===== src/design/bmpp_pkg.sv =====
// ----------------------------------------------------------------------------
// bmpp_pkg: shared types and constants of the path projector
// Register indexes, job descriptor, CORDIC angle table.
// ----------------------------------------------------------------------------
`default_nettype none
package bmpp_pkg;

   localparam logic [1:0] CSR_SPEED_FLOOR   = 2'd0;
   localparam logic [1:0] CSR_STEP_COUNT    = 2'd1;
   localparam logic [1:0] CSR_STEP_TIME     = 2'd2;
   localparam logic [1:0] CSR_INV_WHEELBASE = 2'd3;

   localparam logic signed [35:0] INV_GAIN_Q30 = 36'sd652032874;

   // one prepared run, passed from front to back
   typedef struct packed {
      logic signed [31:0] x;
      logic signed [31:0] y;
      logic [15:0]        heading;
      logic [31:0]        step_dist;
      logic [15:0]        inc;
      logic [6:0]         count;
   } job_type;

   typedef enum logic [2:0] {
      FR_IDLE, FR_MUL1, FR_MUL2, FR_MUL3, FR_PUSH
   } front_state_type;

   typedef enum logic [2:0] {
      BK_IDLE, BK_ROT, BK_MUL, BK_ADD, BK_OUT
   } back_state_type;

   // atan(2^-i) in 2^-32 turn
   function automatic logic [29:0] atan_turn(input logic [4:0] i);
      case (i)
         5'd0:  atan_turn = 30'd536870912;
         5'd1:  atan_turn = 30'd316933406;
         5'd2:  atan_turn = 30'd167458907;
         5'd3:  atan_turn = 30'd85004756;
         5'd4:  atan_turn = 30'd42667331;
         5'd5:  atan_turn = 30'd21354465;
         5'd6:  atan_turn = 30'd10679838;
         5'd7:  atan_turn = 30'd5340245;
         5'd8:  atan_turn = 30'd2670163;
         5'd9:  atan_turn = 30'd1335087;
         5'd10: atan_turn = 30'd667544;
         5'd11: atan_turn = 30'd333772;
         5'd12: atan_turn = 30'd166886;
         5'd13: atan_turn = 30'd83443;
         5'd14: atan_turn = 30'd41722;
         5'd15: atan_turn = 30'd20861;
         5'd16: atan_turn = 30'd10430;
         5'd17: atan_turn = 30'd5215;
         5'd18: atan_turn = 30'd2608;
         5'd19: atan_turn = 30'd1304;
         5'd20: atan_turn = 30'd652;
         5'd21: atan_turn = 30'd326;
         5'd22: atan_turn = 30'd163;
         5'd23: atan_turn = 30'd81;
         default: atan_turn = 30'd0;
      endcase
   endfunction

endpackage
`default_nettype wire


===== src/design/bmpp_front.sv =====
// ----------------------------------------------------------------------------
// bmpp_front: input stage
// Takes a state item, applies the speed floor and clamps, works out the
// step distance and heading increment, hands a job to the queue.
// ----------------------------------------------------------------------------
`default_nettype none
module bmpp_front #(
   parameter int MAX_STEPS = 64
) (
   input  wire                     clock,
   input  wire                     reset,
   input  wire                     req_push,
   output logic                    req_full,
   input  wire  signed [31:0]      req_start_x,
   input  wire  signed [31:0]      req_start_y,
   input  wire         [15:0]      req_start_heading,
   input  wire         [15:0]      req_start_speed,
   input  wire  signed [15:0]      req_steer_angle,
   input  wire         [15:0]      speed_floor,
   input  wire         [6:0]       step_count,
   input  wire         [15:0]      step_time,
   input  wire         [15:0]      inv_wheelbase,
   output logic                    job_push,
   input  wire                     job_full,
   output bmpp_pkg::job_type       job
);
   import bmpp_pkg::*;

   front_state_type state_ff, state_in;
   job_type         job_ff, job_in;
   logic signed [15:0] steer_ff, steer_in;
   logic signed [48:0] prod_ff, prod_in;   // d*steer
   logic [15:0]        spd;
   logic [31:0]        dist_full;
   logic signed [65:0] big;
   logic [6:0]         cnt;

   always_comb begin
      spd = (req_start_speed < speed_floor) ? speed_floor : req_start_speed;
      if (step_count == 7'd0)
         cnt = 7'd1;
      else if (step_count > 7'(MAX_STEPS))
         cnt = 7'(MAX_STEPS);
      else
         cnt = step_count;
      dist_full = (32'(spd) * 32'(step_time) + 32'd128) >> 8;
      big = 66'(prod_ff) * $signed({1'b0, inv_wheelbase}) + (66'sd1 <<< 31);
   end

   always_comb begin
      state_in = state_ff;
      case (state_ff)
         FR_IDLE: if (req_push) state_in = FR_MUL1;
         FR_MUL1: state_in = FR_MUL2;
         FR_MUL2: state_in = FR_MUL3;
         FR_MUL3: state_in = FR_PUSH;
         FR_PUSH: if (!job_full) state_in = FR_IDLE;
         default: state_in = FR_IDLE;
      endcase
   end

   always_comb begin
      job_in   = job_ff;
      steer_in = steer_ff;
      prod_in  = prod_ff;
      case (state_ff)
         FR_IDLE: if (req_push) begin
            job_in.x         = req_start_x;
            job_in.y         = req_start_y;
            job_in.heading   = req_start_heading;
            job_in.step_dist = dist_full;
            job_in.count     = cnt;
            steer_in         = req_steer_angle;
         end
         FR_MUL1: prod_in = $signed({1'b0, job_ff.step_dist}) * 49'(steer_ff);
         FR_MUL2: job_in.inc = big[47:32];
         default: ;
      endcase
   end

   assign req_full = (state_ff != FR_IDLE);
   assign job_push = (state_ff == FR_PUSH) && !job_full;
   assign job      = job_ff;

   always_ff @(posedge clock) begin
      if (reset) state_ff <= FR_IDLE;
      else       state_ff <= state_in;
      job_ff   <= job_in;
      steer_ff <= steer_in;
      prod_ff  <= prod_in;
   end

`ifndef SYNTHESIS
   a_cnt_range: assert property (@(posedge clock) disable iff (reset)
      job_push |-> (job.count != 7'd0 && job.count <= 7'(MAX_STEPS)))
      else $error("job count out of range");
   a_hold: assert property (@(posedge clock) disable iff (reset)
      (state_ff == FR_PUSH && job_full) |=> $stable(job_ff))
      else $error("job changed while queue full");
   a_full: assert property (@(posedge clock) disable iff (reset)
      (req_push && !req_full) |=> req_full)
      else $error("front took item but not busy");
`endif
endmodule
`default_nettype wire


===== config.mk =====
export PLATFORM = sky130hd
export DESIGN_NAME = bmpp_front
export DESIGN_NICKNAME = d
export VERILOG_FILES = /design/src/design/bmpp_pkg.sv /design/src/design/bmpp_front.sv
export SDC_FILE = /design/constraint.sdc
export NUM_CORES = 2
export LEC_CHECK = 0
export BUFFER_PORTS_ARGS = -buffer_cell sky130_fd_sc_hd__buf_2
export CORE_MARGIN = 2
export CORE_UTILIZATION = 45
export DETAILED_ROUTE_END_ITERATION = 10
export GPL_TIMING_DRIVEN = 0
export PLACE_DENSITY = 0.72
export SKIP_CTS_REPAIR_TIMING = 1
export SLEW_MARGIN = 20
export SYNTH_ARGS = -nofsm -noshare
export SYNTH_HDL_FRONTEND = slang
export SYNTH_SLANG_ARGS = --single-unit

===== constraint.sdc =====
create_clock -name clock -period 25.7 [get_ports clock]
set_input_delay 3.855 -clock clock [delete_from_list [all_inputs] [get_ports clock]]
set_output_delay 3.855 -clock clock [all_outputs]
set_load 0.05 [all_outputs]

# Word-level counts from Yosys, hierarchy flattened
# Index checks and enable logic that the tools add are counted.
# classes
magnitude_cmp	2
n_mux	5
n_reduce_logical	8
addsub	2
eq_ne	6
multipliers	3
# ops
op	n
48-bit by 33-bit adder with 48-bit output (second input constant)	1
41-bit by 17-bit multiplier with 48-bit output	1
25-bit by 16-bit multiplier with 41-bit output	1
32-bit by 8-bit adder with 32-bit output (second input constant)	1
16-bit by 16-bit multiplier with 32-bit output	1
16-bit < comparator	1
16-bit 2-to-1 mux	1
3-bit case mux with 5 select lines	1
7-bit greater-than comparator (second input constant)	1
7-bit zero test	1
7-bit 2-to-1 mux	1
3-bit by 2-bit equality test with 1-bit output (second input constant)	2
3-bit 2-to-1 mux	2
2-bit inequality test (second input constant)	2
2-bit AND reduction	2
3-bit by 1-bit equality test with 1-bit output (second input constant)	1
3-bit equality test (second input constant)	1
3-bit zero test	1
3-bit nonzero test	1
2-bit OR reduction	1
1-bit logical AND	1
1-bit zero test	1
# totals
inputBits	171
regBits	187
wordCells	36
out_inout_bits	137

# Longest topological paths before layout
# logic_depth
ltp_word	4
mapped_depth	34
depth_no_buf	31

# Least setup slack after synthesis
# Ideal clock, no wire load.
# synth_path
kind	input to register
startpoint	input port speed_floor[15]
endpoint	register job_ff (netlist bit job[45]) (data pin)
path_buffers	3
slack_ps	14405
cell_stages	31
t_arrival_ps	11033
cell_sequence	inv_1 -> ha_1 -> nand4_1 -> or4_1 -> o211ai_2 -> clkbuf_1 -> buf_2 -> nand2_1 -> o21ai_0 -> clkbuf_1 -> nand2_1 -> fa_1 -> fa_1 -> fa_1 -> inv_1 -> fa_1 -> fa_1 -> inv_1 -> fa_1 -> inv_1 -> ha_1 -> a21o_1 -> a21o_1 -> a21oi_1 -> o21ai_0 -> nand3_1 -> o21a_1 -> a21oi_2 -> o41ai_4 -> o21bai_1 -> xor2_1
# synth_between
elab_chain_cells	4
# synth_rtl
item	line	text
from (decl)	bmpp_front.sv:19	input wire [15:0] speed_floor,
16-bit < comparator	bmpp_front.sv:39	spd = (req_start_speed < speed_floor) ? speed_floor : req_start_speed;
16-bit 2-to-1 mux *	bmpp_front.sv:39	
16-bit by 16-bit multiplier with 32-bit output *	bmpp_front.sv:46	dist_full = (32'(spd) * 32'(step_time) + 32'd128) >> 8;
32-bit by 8-bit adder with 32-bit output *	bmpp_front.sv:46	
via dist_full[22]	bmpp_front.sv:34	logic [31:0] dist_full;
to (signal assigned)	bmpp_front.sv:88	job_ff <= job_in;
to (decl)	bmpp_front.sv:30	job_type job_ff, job_in;
# The timed path passes the listed nets; every way through them passes the cells marked *.
# A chain may end at the register's enable or synchronous reset.

# Worst setup path after layout
# layout_path
startpoint	input port speed_floor[13]
endpoint	register job_ff (netlist bit job[45]) (data pin)
# The elaborated chain is that of the path after synthesis.

==> impl_summary.md <==
Outcome
The flow ran to the end, and the final reports show no timing, DRC or antenna violations.

Min path
The worst hold path cell count is 1. The worst hold path belongs to the class reg -> reg.

Finish
The share of post-route cells with drive strength above 1 is 7.25%. The area growth from synthesis to layout is 8.68%. After the flow finishes, the layout carries non-filler instances totaling 6440. The number of fillers in the final layout is 9336. The final layout contains 6673 nets.

Routing
The average detailed-routed wire length per instance is 19.7 um. The total iterations of the first detailed-routing run is 6. The vias per cell is 5.10.

For this block, the initial DRC count from the detailed router was 2225. The total via count after detailed routing is 32800. For this run, design rule violations remaining after detail routing come to 0.

The final layout contains routed wiring with a total length of 127000 um. The count of nets left with antenna violations once routing finished came out at 0.

STA
The ratio of final minimum period to clock period is 48.1%. The count of final hold-check violations was 0. The transition at the pin with the smallest max-transition slack is 1140 ps. Between clock sinks in the finished design, the worst skew comes to 35.3 ps. Setup violations remaining at the end of the flow were counted as 0.

Headroom to the max-slew limit came out at 23.5%. The minimum period implied by the final worst setup slack is 12360 ps. The maximum frequency from static timing analysis is 0.0809 GHz.

The max-slew violation total from the final report is 0. Setup repair after global routing left no endpoint under its margin. The total negative setup slack is 0 ps.

Global route
The initial antenna violation count is 6. The total congestion overflow is 0. The via count of the first global-routing pass is 35900. The overall routing resource usage is 25.3%.

The first global-routing pass estimated 200000 um of wire. The maximum number of pins on one net before global-route repair is 27.

Yosys
Synthesis produced 4736 cells. The register bit count reported by yosys is 187. The register area share after synthesis is 12.2%. Summed over all instances, the cell type with the most area after synthesis is sky130_fd_sc_hd__fa_1. Ranked by total cell area, the synthesized netlist is headed by sky130_fd_sc_hd__fa_1, sky130_fd_sc_hd__edfxtp_1, sky130_fd_sc_hd__ha_1. For this run, the number of Yosys warnings is 0. The async set-reset flop share out of synthesis is 0%. The area of the mapped netlist is 45800 um^2. The area share of the leading cell type in the synthesized netlist is 44.8%. The commonest cells after synthesis are sky130_fd_sc_hd__inv_1, sky130_fd_sc_hd__fa_1, sky130_fd_sc_hd__nand2_1. The cell with the most instances after synthesis is sky130_fd_sc_hd__inv_1.

The leading register cell type out of synthesis is sky130_fd_sc_hd__edfxtp_1. A synthesized cell averages 9.66 um^2. After synthesis, the netlist uses 71 different library cells.

The number of synthesized flops with an enable pin is 184.

Worst setup path
The required time reported for the critical path endpoint is 25940 ps. In this run the worst path has a maximum fanout of 10. The cell with the biggest individual delay on the critical path is sky130_fd_sc_hd__clkbuf_1. The worst setup path is launched from an input pin. The logic depth of the worst register-to-register path is 22.

The most common cell type on the critical path is sky130_fd_sc_hd__fa_1. The worst setup path is captured at a flop. Data arrives at the worst endpoint at 12600 ps. The category of the most critical setup path is in -> reg. The longest individual stage delay on the worst path is 570 ps.

Floorplanning
Row generation in the floorplan step produced 116 rows. The total die area is 104000 um^2. The top-level I/O count is 308. For this configuration, the core starts out at a cell density of 45.6%.

The floorplan step set the die width to 323 um. The total area inside the core boundary comes to 100000 um^2. The height of the die is 323 um.

Job
Across the run, the number of max-cap violations was 0.

Clock tree
Counting every sink on the clock net gives 187. The count of H-tree levels built during CTS is 4. The clock transition at the registers of the reported paths is 80 ps. Buffers inserted during clock tree synthesis total 17. For the worst-skew pair, the clock arrives at the later sink with an insertion delay of 500 ps.

The cell at the root of the clock tree is sky130_fd_sc_hd__clkbuf_16. TritonCTS built the clock tree. Counting along the longest clock path gives a buffer depth of 2.

Place
The final estimated routing congestion in global placement is 0.977. The detailed-placement wirelength estimate is 107000 um. Once placement completed, the tool counted placed cells totaling 6404.

The number of port buffers is 294.
==> per-stage QoR <==
stage                     area, um^2  util [%]  hold WS, ps  worst slack [ps]
final                          49700      49.5          560             13340
after global routing           49700      49.5          556             12850
after CTS                      49700      49.5          546             13400
after detailed placement       49100      48.9          536             12880
after global placement         49000      48.7          499             12920
after floorplan                45800         -          472             14410
==> placed cells by master, fill, tap and decap left out, drive strengths merged, types with 4 or more instances in the layout <==
master / n
nand2: 741
ha: 412
xnor2: 71
conb: 8
a21o: 26
edfxtp: 184
nor2b: 13
and3: 8
o211ai: 9
a211o: 4
xor2: 24
a221oi: 5
nand4: 9
o21ai: 51
a211oi: 10
a21oi: 68
clkinv: 8
nor2: 49
o21bai: 7
buf: 315
nor3: 15
and2: 542
a31oi: 7
inv: 1138
diode: 4
or2: 4
fa: 1024
o21a: 13
nand3: 21
nor4: 4
clkbuf: 213
nand2b: 28
==> metal layers <==
layer	share of wire [%]	vias up	GRT usage, %
li1	-	14600	-
met5	0.032	-	0
met4	4.8	6	11.5
met2	48	1322	42.7
met1	38	16600	31.0
met3	8.5	332	5.36
==> layout make-up <==
cell class	instances	area (um^2)	area share [%]
antenna	4	10.0	0.0201
buffer	206	812	1.63
clock buffer	18	429	0.863
clock inverter	14	168	0.337
inverter	1132	4250	8.54
multi-input combinational	3218	35200	70.7
sequential	187	5590	11.2
tap	1357	1700	3.41
timing repair buffer	304	1620	3.27
==> cells by family after synthesis <==
group | Yosys count | share of synthesized area (%)
buffers and inverters | 1338 | 11.1
xor gates and xnor gates | 95 | 1.82
muxes | 3 | 0.0711
and+or+nand+nor | 1448 | 15.4
DFF | 187 | 12.2
other | 1 | 0.00820
AOI/OAI and AO/OA | 228 | 3.32
adders and majority gates | 1436 | 56.1
==> worst max-delay path: cells and delay by family <==
kind / cells / cell delay (ps)
AO/OA/AOI/OAI: 10 / 2370
XOR/XNOR: 1 / 160
adder cells (fa/ha/maj): 8 / 3620
buffers and inverters: 8 / 1500
AND/OR/NAND/NOR: 5 / 1080
==> registers in the layout, summed over array words and instances (netlist names) <==
signal,flops
job,127
prod_ff,41
steer_ff,16
state_ff,3
==> worst paths after layout <==
| kind | from | end | slack [ps] |
|---|---|---|---|
| worst max-delay path | speed_floor[13] | job[45] | 13340 |
| worst min register to register | state_ff[0] | state_ff[0] | 560 |
| worst max register to register | prod_ff[20] | job[20] | 17540 |
| worst min-delay path | state_ff[0] | state_ff[0] | 560 |
Power is left out: the tool's default activity adds up to more than one toggle a clock period on the data nets, which glitch-free logic cannot reach.
