==> config.mk <==
export PLATFORM = sky130hd
export DESIGN_NAME = bmpp_queue
export DESIGN_NICKNAME = d
export VERILOG_FILES = /design/src/design/bmpp_pkg.sv /design/src/design/bmpp_queue.sv
export SDC_FILE = /design/constraint.sdc
export NUM_CORES = 1
export LEC_CHECK = 0
export BUFFER_PORTS_ARGS = -buffer_cell sky130_fd_sc_hd__buf_2
export CORE_MARGIN = 1
export CORE_UTILIZATION = 52
export DETAILED_ROUTE_END_ITERATION = 8
export GPL_ROUTABILITY_DRIVEN = 0
export PLACE_DENSITY = 0.79
export SYNTH_ARGS = -nofsm -noshare
export SYNTH_HDL_FRONTEND = slang
export SYNTH_SLANG_ARGS = --single-unit
export TNS_END_PERCENT = 10
==> constraint.sdc <==
create_clock -name clock -period 5.3 [get_ports clock]
set_input_delay 0.265 -clock clock [delete_from_list [all_inputs] [get_ports clock]]
set_output_delay 0.265 -clock clock [all_outputs]
set_load 0.01 [all_outputs]
==> src/design/bmpp_pkg.sv <==
// ----------------------------------------------------------------------------
// bmpp_pkg: shared types and constants of the path projector
// Register indexes, job descriptor, CORDIC angle table.
// ----------------------------------------------------------------------------
`default_nettype none
package bmpp_pkg;

   localparam logic [1:0] CSR_SPEED_FLOOR   = 2'd0;
   localparam logic [1:0] CSR_STEP_COUNT    = 2'd1;
   localparam logic [1:0] CSR_STEP_TIME     = 2'd2;
   localparam logic [1:0] CSR_INV_WHEELBASE = 2'd3;

   localparam logic signed [35:0] INV_GAIN_Q30 = 36'sd652032874;

   // one prepared run, passed from front to back
   typedef struct packed {
      logic signed [31:0] x;
      logic signed [31:0] y;
      logic [15:0]        heading;
      logic [31:0]        step_dist;
      logic [15:0]        inc;
      logic [6:0]         count;
   } job_type;

   typedef enum logic [2:0] {
      FR_IDLE, FR_MUL1, FR_MUL2, FR_MUL3, FR_PUSH
   } front_state_type;

   typedef enum logic [2:0] {
      BK_IDLE, BK_ROT, BK_MUL, BK_ADD, BK_OUT
   } back_state_type;

   // atan(2^-i) in 2^-32 turn
   function automatic logic [29:0] atan_turn(input logic [4:0] i);
      case (i)
         5'd0:  atan_turn = 30'd536870912;
         5'd1:  atan_turn = 30'd316933406;
         5'd2:  atan_turn = 30'd167458907;
         5'd3:  atan_turn = 30'd85004756;
         5'd4:  atan_turn = 30'd42667331;
         5'd5:  atan_turn = 30'd21354465;
         5'd6:  atan_turn = 30'd10679838;
         5'd7:  atan_turn = 30'd5340245;
         5'd8:  atan_turn = 30'd2670163;
         5'd9:  atan_turn = 30'd1335087;
         5'd10: atan_turn = 30'd667544;
         5'd11: atan_turn = 30'd333772;
         5'd12: atan_turn = 30'd166886;
         5'd13: atan_turn = 30'd83443;
         5'd14: atan_turn = 30'd41722;
         5'd15: atan_turn = 30'd20861;
         5'd16: atan_turn = 30'd10430;
         5'd17: atan_turn = 30'd5215;
         5'd18: atan_turn = 30'd2608;
         5'd19: atan_turn = 30'd1304;
         5'd20: atan_turn = 30'd652;
         5'd21: atan_turn = 30'd326;
         5'd22: atan_turn = 30'd163;
         5'd23: atan_turn = 30'd81;
         default: atan_turn = 30'd0;
      endcase
   endfunction

endpackage
`default_nettype wire

==> src/design/bmpp_queue.sv <==
// ----------------------------------------------------------------------------
// bmpp_queue: two-entry job queue
// Decouples the front stage from the stepping engine.
// ----------------------------------------------------------------------------
`default_nettype none
module bmpp_queue (
   input  wire                clock,
   input  wire                reset,
   input  wire                push,
   output logic               full,
   input  bmpp_pkg::job_type  din,
   input  wire                pop,
   output logic               empty,
   output bmpp_pkg::job_type  dout
);
   import bmpp_pkg::*;

   job_type    mem_ff [2];
   logic       wp_ff, wp_in, rp_ff, rp_in;
   logic [1:0] cnt_ff, cnt_in;
   logic       do_push, do_pop;

   assign full    = (cnt_ff == 2'd2);
   assign empty   = (cnt_ff == 2'd0);
   assign do_push = push && !full;
   assign do_pop  = pop && !empty;
   assign dout    = mem_ff[rp_ff];

   always_comb begin
      wp_in  = wp_ff ^ do_push;
      rp_in  = rp_ff ^ do_pop;
      cnt_in = cnt_ff + 2'(do_push) - 2'(do_pop);
   end

   always_ff @(posedge clock) begin
      if (reset) begin
         wp_ff  <= 1'b0;
         rp_ff  <= 1'b0;
         cnt_ff <= 2'd0;
      end else begin
         wp_ff  <= wp_in;
         rp_ff  <= rp_in;
         cnt_ff <= cnt_in;
      end
      if (do_push) mem_ff[wp_ff] <= din;
   end

`ifndef SYNTHESIS
   a_ptr: assert property (@(posedge clock) disable iff (reset)
      (wp_ff ^ rp_ff) == (cnt_ff == 2'd1))
      else $error("queue pointers and count disagree");
   a_cnt: assert property (@(posedge clock) disable iff (reset) cnt_ff != 2'd3)
      else $error("queue count overflow");
   a_fill: assert property (@(posedge clock) disable iff (reset)
      (do_push && !do_pop) |=> !empty)
      else $error("queue lost a job");
`endif
endmodule
`default_nettype wire

==> Yosys cells after proc, flatten, opt, wreduce, memory -nomap -nowiden <==
Memory sizes are Yosys's and may differ from the RTL's. A register that Yosys moved wholly into a read port is not among the register bits.
Cells that the tools add are included.
{ "word_totals": {"n_memories": 1, "mem_bits_rw": 270, "out_inout_bits": 137, "ff_bits": 4, "elab_cells": 17} }
{ "mem_list": {"columns": ["name", "depth", "width", "rd", "rd_clocked_by_memory_dff", "write_ports", "line_no", "rtl"], "rows": [
  ["mem_ff", 2, 135, 1, 1, 1, "bmpp_queue.sv:18", "job_type mem_ff [2];"]
]} }
{ "classes": {"mux": 3, "bitwise": 2, "reduce_logical": 5, "addsub": 2, "eq_ne": 1} }
{ "op_table": {"columns": ["op", "n"], "rows": [
  ["$mux W1", 3],
  ["$add A2 B1 Y2", 1],
  ["$eq A2 B2 Y1 const B", 1],
  ["$logic_and A1 B1 Y1", 2],
  ["$logic_not A1 Y1", 2],
  ["$logic_not A2 Y1", 1],
  ["$sub A2 B1 Y2", 1],
  ["$xor A1 B1 Y1", 2]
]} }

==> Logic depth before layout (Yosys ltp) <==
Gate-level depths: netlist of run 1.
{ "logic_depth": {"word_depth": 5, "depth_mapped": 7, "depth_no_buf": 7} }

==> Least setup slack after synthesis of run 1 <==
Ideal clock, no wire load.
{ "synth_path": {"kind": "reg-to-reg", "from": "register cnt_ff[0]", "to": "memory mem_ff[1][0] (netlist name), enable pin", "n_path_buf": 0, "required_ns": 4.789, "synth_period_minus_slack_ns": 4.297, "setup_ns": 0.511, "setup_slack_ns": 1.003, "stages_incl_launch_ff": 4, "arrival_time_ns": 3.786, "cell_sequence": "dfxtp_1 > nand2b_1 > and2_1 > ha_1"} }
{ "synth_via": {"elab_chain_len": 5} }
{ "synth_rtl": {"columns": ["item", "line_no", "rtl"], "rows": [
  ["start: declaration", "bmpp_queue.sv:20", "logic [1:0] cnt_ff, cnt_in;"],
  ["start signal: assignment", "bmpp_queue.sv:43", "cnt_ff <= cnt_in;"],
  ["$eq A2 B2 Y1", "bmpp_queue.sv:23", "assign full = (cnt_ff == 2'd2);"],
  ["$logic_not A1 Y1", "bmpp_queue.sv:25", "assign do_push = push && !full;"],
  ["$logic_and A1 B1 Y1", "bmpp_queue.sv:25", null],
  ["$mux W1", "bmpp_queue.sv:45", "if (do_push) mem_ff[wp_ff] <= din;"],
  ["$mux W1 (implied by the code)", "bmpp_queue.sv:45", null],
  ["end: declaration", "bmpp_queue.sv:18", null]
]} }
No other way between the ends.

==> results of run 1 <==
worst max path at each step:
stage                              start  slack, ns                        to  depth (start not counted)
detailed placement  cnt_ff[0]$_SDFF_PP0_       2.57   mem_ff[0][97]$_DFFE_PP_                          4
floorplan           cnt_ff[0]$_SDFF_PP0_       1.00    mem_ff[1][0]$_DFFE_PP_                          3
CTS                     rp_ff$_SDFF_PP0_       2.27                 dout[122]                          3
global route            rp_ff$_SDFF_PP0_       2.15                  dout[89]                          3
global placement    cnt_ff[0]$_SDFF_PP0_       2.70  mem_ff[1][101]$_DFFE_PP_                          4
finish                  rp_ff$_SDFF_PP0_       2.25                  dout[35]                          3
per-layer routing:
metal | track usage (%) | up-vias
li1 | - | 2624
met3 | 4.484 | 56
met5 | 0 | -
met1 | 23.94 | 2820
met4 | 8.238 | 0
met2 | 41.32 | 249
synth_stat cells, drive strengths merged:
| cell type | instances |
|---|---|
| edfxtp | 270 |
| mux2 | 136 |
| clkbuf | 10 |
| buf | 5 |
| dfxtp | 4 |
| ha | 4 |
| nor2 | 4 |
| inv | 3 |
| nor2b | 2 |
| and2 | 1 |
| nand2 | 1 |
| nand2b | 1 |
| o21a | 1 |
| xnor3 | 1 |
critical path, stage by stage (launching register included):
cell	delay, ns
dfxtp_4	1.10
buf_4	0.52
mux2_2	0.41
buf_2	0.14
power by group:
group          switching, uW  total (uW)  leakage, uW  internal [uW]
clock                    766        1990     0.000454           1220
sequential               150        2900      0.00256           2750
combinational            691        1350      0.00226            664
through the flow:
| stage | cells | area, um2 | power [uW] | worst slack, ns | util [%] |
|---|---|---|---|---|---|
| after floorplan | 443 | 10060 | 3758 | 1.003 | - |
| after global placement | 969 | 11630 | 4145 | 2.697 | 61.78 |
| after detailed placement | 969 | 11630 | 4198 | 2.573 | 61.78 |
| after CTS | 1154 | 13920 | 6249 | 2.268 | 73.93 |
| after global routing | 1154 | 13920 | 6471 | 2.154 | 73.93 |
| final | 1154 | 13920 | 6245 | 2.251 | 73.93 |
final cells by class:
cell class	instances	area (um2)	area share [%]
flip-flops and latches	274	8192	58.84
repair buffers	417	2783	19.99
multi-input cells	151	1684	12.10
clock buffers	30	686.9	4.934
well taps	260	325.3	2.337
clock inverters	19	240.2	1.726
inverters	3	11.26	0.08088
cells by family after synthesis:
family                     count (synthesis)
DFF                                      274
muxes                                    136
adders and majority gates                  4
xor gates and xnor gates                   1
buffers and inverters                     18
AOI/OAI and AO/OA                          1
and+or+nand+nor                            9
flip-flops by register name, summed over array words and instances, names as in the netlist:
register,count
rp_ff,1
wp_ff,1
mem_ff,270
cnt_ff,2
==> results.md, run 1 <==
- Status: complete, no violations
- Hold WS: 0.2379 ns
- Detail Placement HPWL: 12.47 mm
- CTS Buffer Depth: 3
- Cells on worst reg2reg path: 4
- Unrepaired setup endpoints after global routing: no
- Most common library cell in the layout ignoring fill and taps: buf_2
- Synth Area in Simple Gates: less than 1%
- Final setup fails: 0
- Max layer used: met4
- Die area: 19,900 um2
- DRC: 0
- Number of global-route vias before repair: 6,337
- Clock latency at the later pin of the worst-skew pair: between 0.5 and 0.6 ns
- CTS tree: built
- Pleak: 0.005273 uW
- Main combinational cell family by area after synthesis: multiplexers
- First-pass GRT wire length: 32.95 mm
- Met3 Routed Length: 1.288 mm
- Routed metal-1 wirelength: 8.133 mm
- Routed WL per cell: 18.90 um
- Worst EP arrival: ~2.8 ns
- CTS Buf Count: 27
- Worst Hold Launch: pop
- Setup CP Type: flip-flop to primary output
- DR iter-0 viols: 331
- Endpoints failing hold: 0
- Sequential share of the synthesized area: 81.42%
- Critical path fanouts, max: between 80 and 90
- Die X: 141.1 um
- Share of layout cells above drive strength 1: around 51%
- Clk_skew: 0.01119 ns
- Area delta synth->final: 38.45%
- GRT Total Usage: a little over a fifth
- Gate Count Post-Synth: 443
- Worst-path clk slew: 0.06 ns
- Total gr overflow: 0
- Top Ports: about 280
- Fillcell total: 1,110
- CORE AREA: 18,830 um2
- FF-to-FF End: mem_ff[0][38]$_DFFE_PP_
- Worst Hold Class: input port to flip-flop
- Area share of fa/ha/maj cells after synthesis: less than 1%
- Initial antenna violation count: 0
- Final max-slew violation count: 0
- Most frequent cells in the layout: 275 x buf_2, 270 x edfxtp_1, 136 x dlygate4sd3_1
- Minimum clock period: 3.049 ns
- Post-Syn Area: 10,060 um2
- Routed met2 length: between 10 and 15 mm
- CP endpoint kind: primary output
- Synthesized flop and latch total: 274
- Post-layout net count: 1,017
- Slew margin rel.: between 20% and 30%
- Startpoint types: flip-flop
- Flop-to-flop setup slack: 2.59 ns
- Max-Cap Viols: 0
- Vias: 5,749
- Post-synthesis compound-gate area fraction: 0.07465%
- Hold_buf cts: 136
- Routed Antenna Nets: 0
- Post-CTS sizing: 0
- Distinct cells, synth: 16
- Synth area leader: edfxtp_1
- Mux contribution to synthesized area: 15.27%
- Htree depth: 1
- Drt total wl: 21.81 mm
- Xor and xnor area share after synthesis: 0.2240%
- Initial Util: a little over half
- Port Buffer Count: 275
- Die span in y: about 140 um
- Postcts setup bufs: 0
- Hold Crit Depth: 3
- Area contributors post-synth: edfxtp_1 81%, mux2_2 15%, clkbuf_8 1.4%
- Synth warn: 0
- Peak VDD IR: 0.0003592 V
- Final cycle utilization of the critical path: 57.53%
- Power per cell area: 448.6 nW/um2
- First drt pass iteration count: 5
- CTS Root Cell: clkbuf_16
- Largest net degree at the start of global routing: 84
- Fmax: 328.0 MHz
- Worst EP required: 5.04 ns
- Mean Syn Cell Area: 22.70 um2
- Cell Rows: 50
- Number of inserted diodes: 0
- Endpoint, Worst Hold: rp_ff$_SDFF_PP0_
- TritonCTS Sinks: 274
- Reg-to-reg critical path startpoint: cnt_ff[0]$_SDFF_PP0_
- Top-area cell type share of the netlist area: 80.63%
- TNS Setup: 0 ns
- Mapped Nets: 586
- Worst-Margin Slew: roughly 1.2 ns
- Mean number of vias per cell: 4.982
Note: power is estimated with default switching activity, not from simulation.
==> run 2, diff against run 1 <==
==> constraint.sdc (replaced) <==
create_clock -name clock -period 2.95 [get_ports clock]
set_input_delay 0.1475 -clock clock [delete_from_list [all_inputs] [get_ports clock]]
set_output_delay 0.1475 -clock clock [all_outputs]
set_load 0.01 [all_outputs]
==> run 2 against run 1 <==
Compared with the run above:
- clock power grew 68%
- wire length increased by 0.16%
- clock skew about the same
- largest cell class unchanged
- sequential share of layout area barely moved
- non-clock buffer count up 1
- design area barely moved
- critical path depth stayed put
- core utilization about the same
- cell count grew 0.61%
- die area stayed put
- combinational power is 84% higher
- first-iteration DRC count up 3.0%
==> results.md, run 2 (synthesis results as in run 1) <==
- Die X: 141.1 um (unchanged)
- Final setup fails: 0 (unchanged)
- Register area: 8192 um2 (unchanged)
- Share of layout cells above drive strength 1: 51.00% (-0.45 points)
- Total gr overflow: 0 (unchanged)
- Cell Rows: 50 (unchanged)
- CTS Buffer Depth: 3 (unchanged)
- Number of flip-flops in the largest register: 270 (unchanged)
- Most frequent cells in the layout: 275 x buf_2, 270 x edfxtp_1, 136 x dlygate4sd3_1
- Internal: 8120 uW (+75%)
- Postcts setup bufs: 0 (unchanged)
- Mean number of vias per cell: 4.978 (about the same)
- Endpoints failing hold: 0 (unchanged)
- Post-layout net count: 1,019 (+0.20%)
- Detail Placement HPWL: 12.36 mm (-0.87%)
- Non-filler cells, final: 1,161 (+0.61%)
- Peak VDD IR: 0.0005848 V (+63%)
- Reg with most FFs: mem_ff
- CP cell instances: buf_4, mux2_2, buf_2
- Final cycle utilization of the critical path: 84.26%
- DRC: 0 (unchanged)
- TritonCTS Sinks: 274 (unchanged)
- Largest net degree at the start of global routing: 90 (+7.1%)
- Routed Antenna Nets: 0 (unchanged)
- CP max stage delay: 0.83 ns (-0.27 ns)
- Slew margin rel.: 49.80% (+29 points)
- CORE AREA: 18,830 um2 (unchanged)
- Fmax: around 400 MHz
- Routed WL per cell: 18.81 um (-0.44%)
- Logic pwr share: 22.5% (+0.8 points)
- Unrepaired setup endpoints after global routing: no
- Multi-input logic area: 1684 um2 (unchanged)
- GRT Total Usage: 21.75% (-0.085 points)
- Number of global-route vias before repair: 6,251 (-1.4%)
- Finished layout cell area: 13,920 um2 (about the same)
- CTS Root Cell: clkbuf_16
- Minimum clock period: 2.486 ns
- Startpoint types: flip-flop
- Drt total wl: 21.84 mm (+0.16%)
- Critical path fanouts, max: 56 (-33%)
- Pwr Total: 10,990 uW (+76%)
- First drt pass iteration count: 4 (-1)
- Worst EP arrival: 2.34 ns (-0.44 ns)
- Regs by FF count: mem_ff (270), cnt_ff (2)
- Setup CP Type: flip-flop to primary output
- Initial antenna violation count: 2 (+2)
- Initial Util: 53.40% (unchanged)
- Final max-slew violation count: 0 (unchanged)
- Most common library cell in the layout ignoring fill and taps: buf_2
- Vias: 5,780 (+0.54%)
- CTS tree: built
- Worst-path clk slew: 0.06 ns (about the same)
- Die area: 19,900 um2 (unchanged)
- Worst EP required: 2.80 ns (-2.24 ns)
- Port Buffer Count: 275 (unchanged)
- Worst Hold Class: input port to flip-flop
- Max-Cap Viols: 0 (unchanged)
- DR iter-0 viols: 341 (+3.0%)
- Pleak: 0.005264 uW (-0.17%)
- Dpl cell area: 11,680 um2 (+0.39%)
- Sequential share of power: 47.0% (+0.5 points)
- Status: complete, no violations
- Fillcell total: 1,066 (-4.0%)
- TNS Setup: 0 ns (unchanged)
- Clk_skew: 0.01109 ns (-0.00009930 ns)
- CTS Buf Count: 28 (+3.7%)
- Htree depth: 1 (unchanged)
- Sw frac: 26.13% (+0.40 points)
- Critical path's slowest cell: dfxtp_4
- Worst-Margin Slew: 0.7530 ns (-0.4404 ns)
- Clock share of power: 30.4% (-1.4 points)
- Area delta synth->final: 38.46% (about the same)
- Top Ports: 276 (unchanged)
- First-pass GRT wire length: 33.09 mm (+0.42%)
- Switch Pwr: 2873 uW (+79%)
- Placed Cells: 970 (+0.10%)
- Clock latency at the later pin of the worst-skew pair: 0.52 ns (about the same)
- Fin util: 73.94% (about the same)
- Power per cell area: 789.5 nW/um2 (+76%)
- CP endpoint kind: primary output
- Die span in y: 141.1 um (unchanged)
==> run 2: cell count changes in the layout (fill, tap and decap cells not counted) <==
cell        previous run  this run
bufinv_16              6         2
clkinv_4               0         1
clkinv_2               6         5
buf_12                 0         3
diode_2                0         3
clkbuf_16             27        29
clkinv_1               6         7
buf_4                  6         4
clkbuf_1               3         8
clkinvlp_4             1         0
==> run 2: worst paths after layout <==
path	start	endpoint	depth (start not counted)	slack, ns
max	rp_ff$_SDFF_PP0_	dout[24]	3	0.46
min	pop	rp_ff$_SDFF_PP0_	3	0.08
min reg2reg	wp_ff$_SDFF_PP0_	wp_ff$_SDFF_PP0_	3	0.65
max reg2reg	cnt_ff[0]$_SDFF_PP0_	mem_ff[1][114]$_DFFE_PP_	4	1.06
==> run 2: repair_timing <==
action,CTS,global route
hold buffers,136,0
gates resized for setup,0,0
endpoints found under the hold margin,273,0
==> run 2: layer usage <==
metal  track usage, %  share of wire, %  wire length (um)
met5                0                 0                 0
met3            4.620               5.9              1299
met2            39.92                53             11590
met1            24.85                38              8297
met4            8.238               3.0               654
==> run 2: worst max-delay path, delay by kind of cell (launching register included) <==
family / cells / cell delay (ns)
flip-flops: 1 / 0.83
multiplexers: 1 / 0.38
buffers and inverters: 2 / 0.55
==> run 2: through the flow <==
step | hold slack [ns] | setup WS (ns)
6_report | 0.07684 | 0.4643
3_5_place_dp | 0.3385 | 1.029
3_3_place_gp | 0.3344 | 1.084
5_1_grt | 0.05685 | 0.3455
2_1_floorplan | 0.2142 | -1.347
4_1_cts | 0.05632 | 0.4674
==> run 2: cell type report <==
type | count | area share, %
diodes | 3 | 0.05392
well taps | 260 | 2.336
flip-flops and latches | 274 | 58.83
clock inverters | 15 | 0.8627
inverters | 3 | 0.08088
repair buffers | 418 | 20.31
clock buffers | 37 | 5.428
multi-input cells | 151 | 12.10
==> run 2: power groups by stage <==
stage                     registers (uW)  logic, uW  clock network, uW
after floorplan                     5180       1570                  0
after global placement              5200       2240                  0
after detailed placement            5240       2310                  0
after CTS                           5160       2470               3390
after global routing                5230       2650               3540
final                               5170       2480               3340
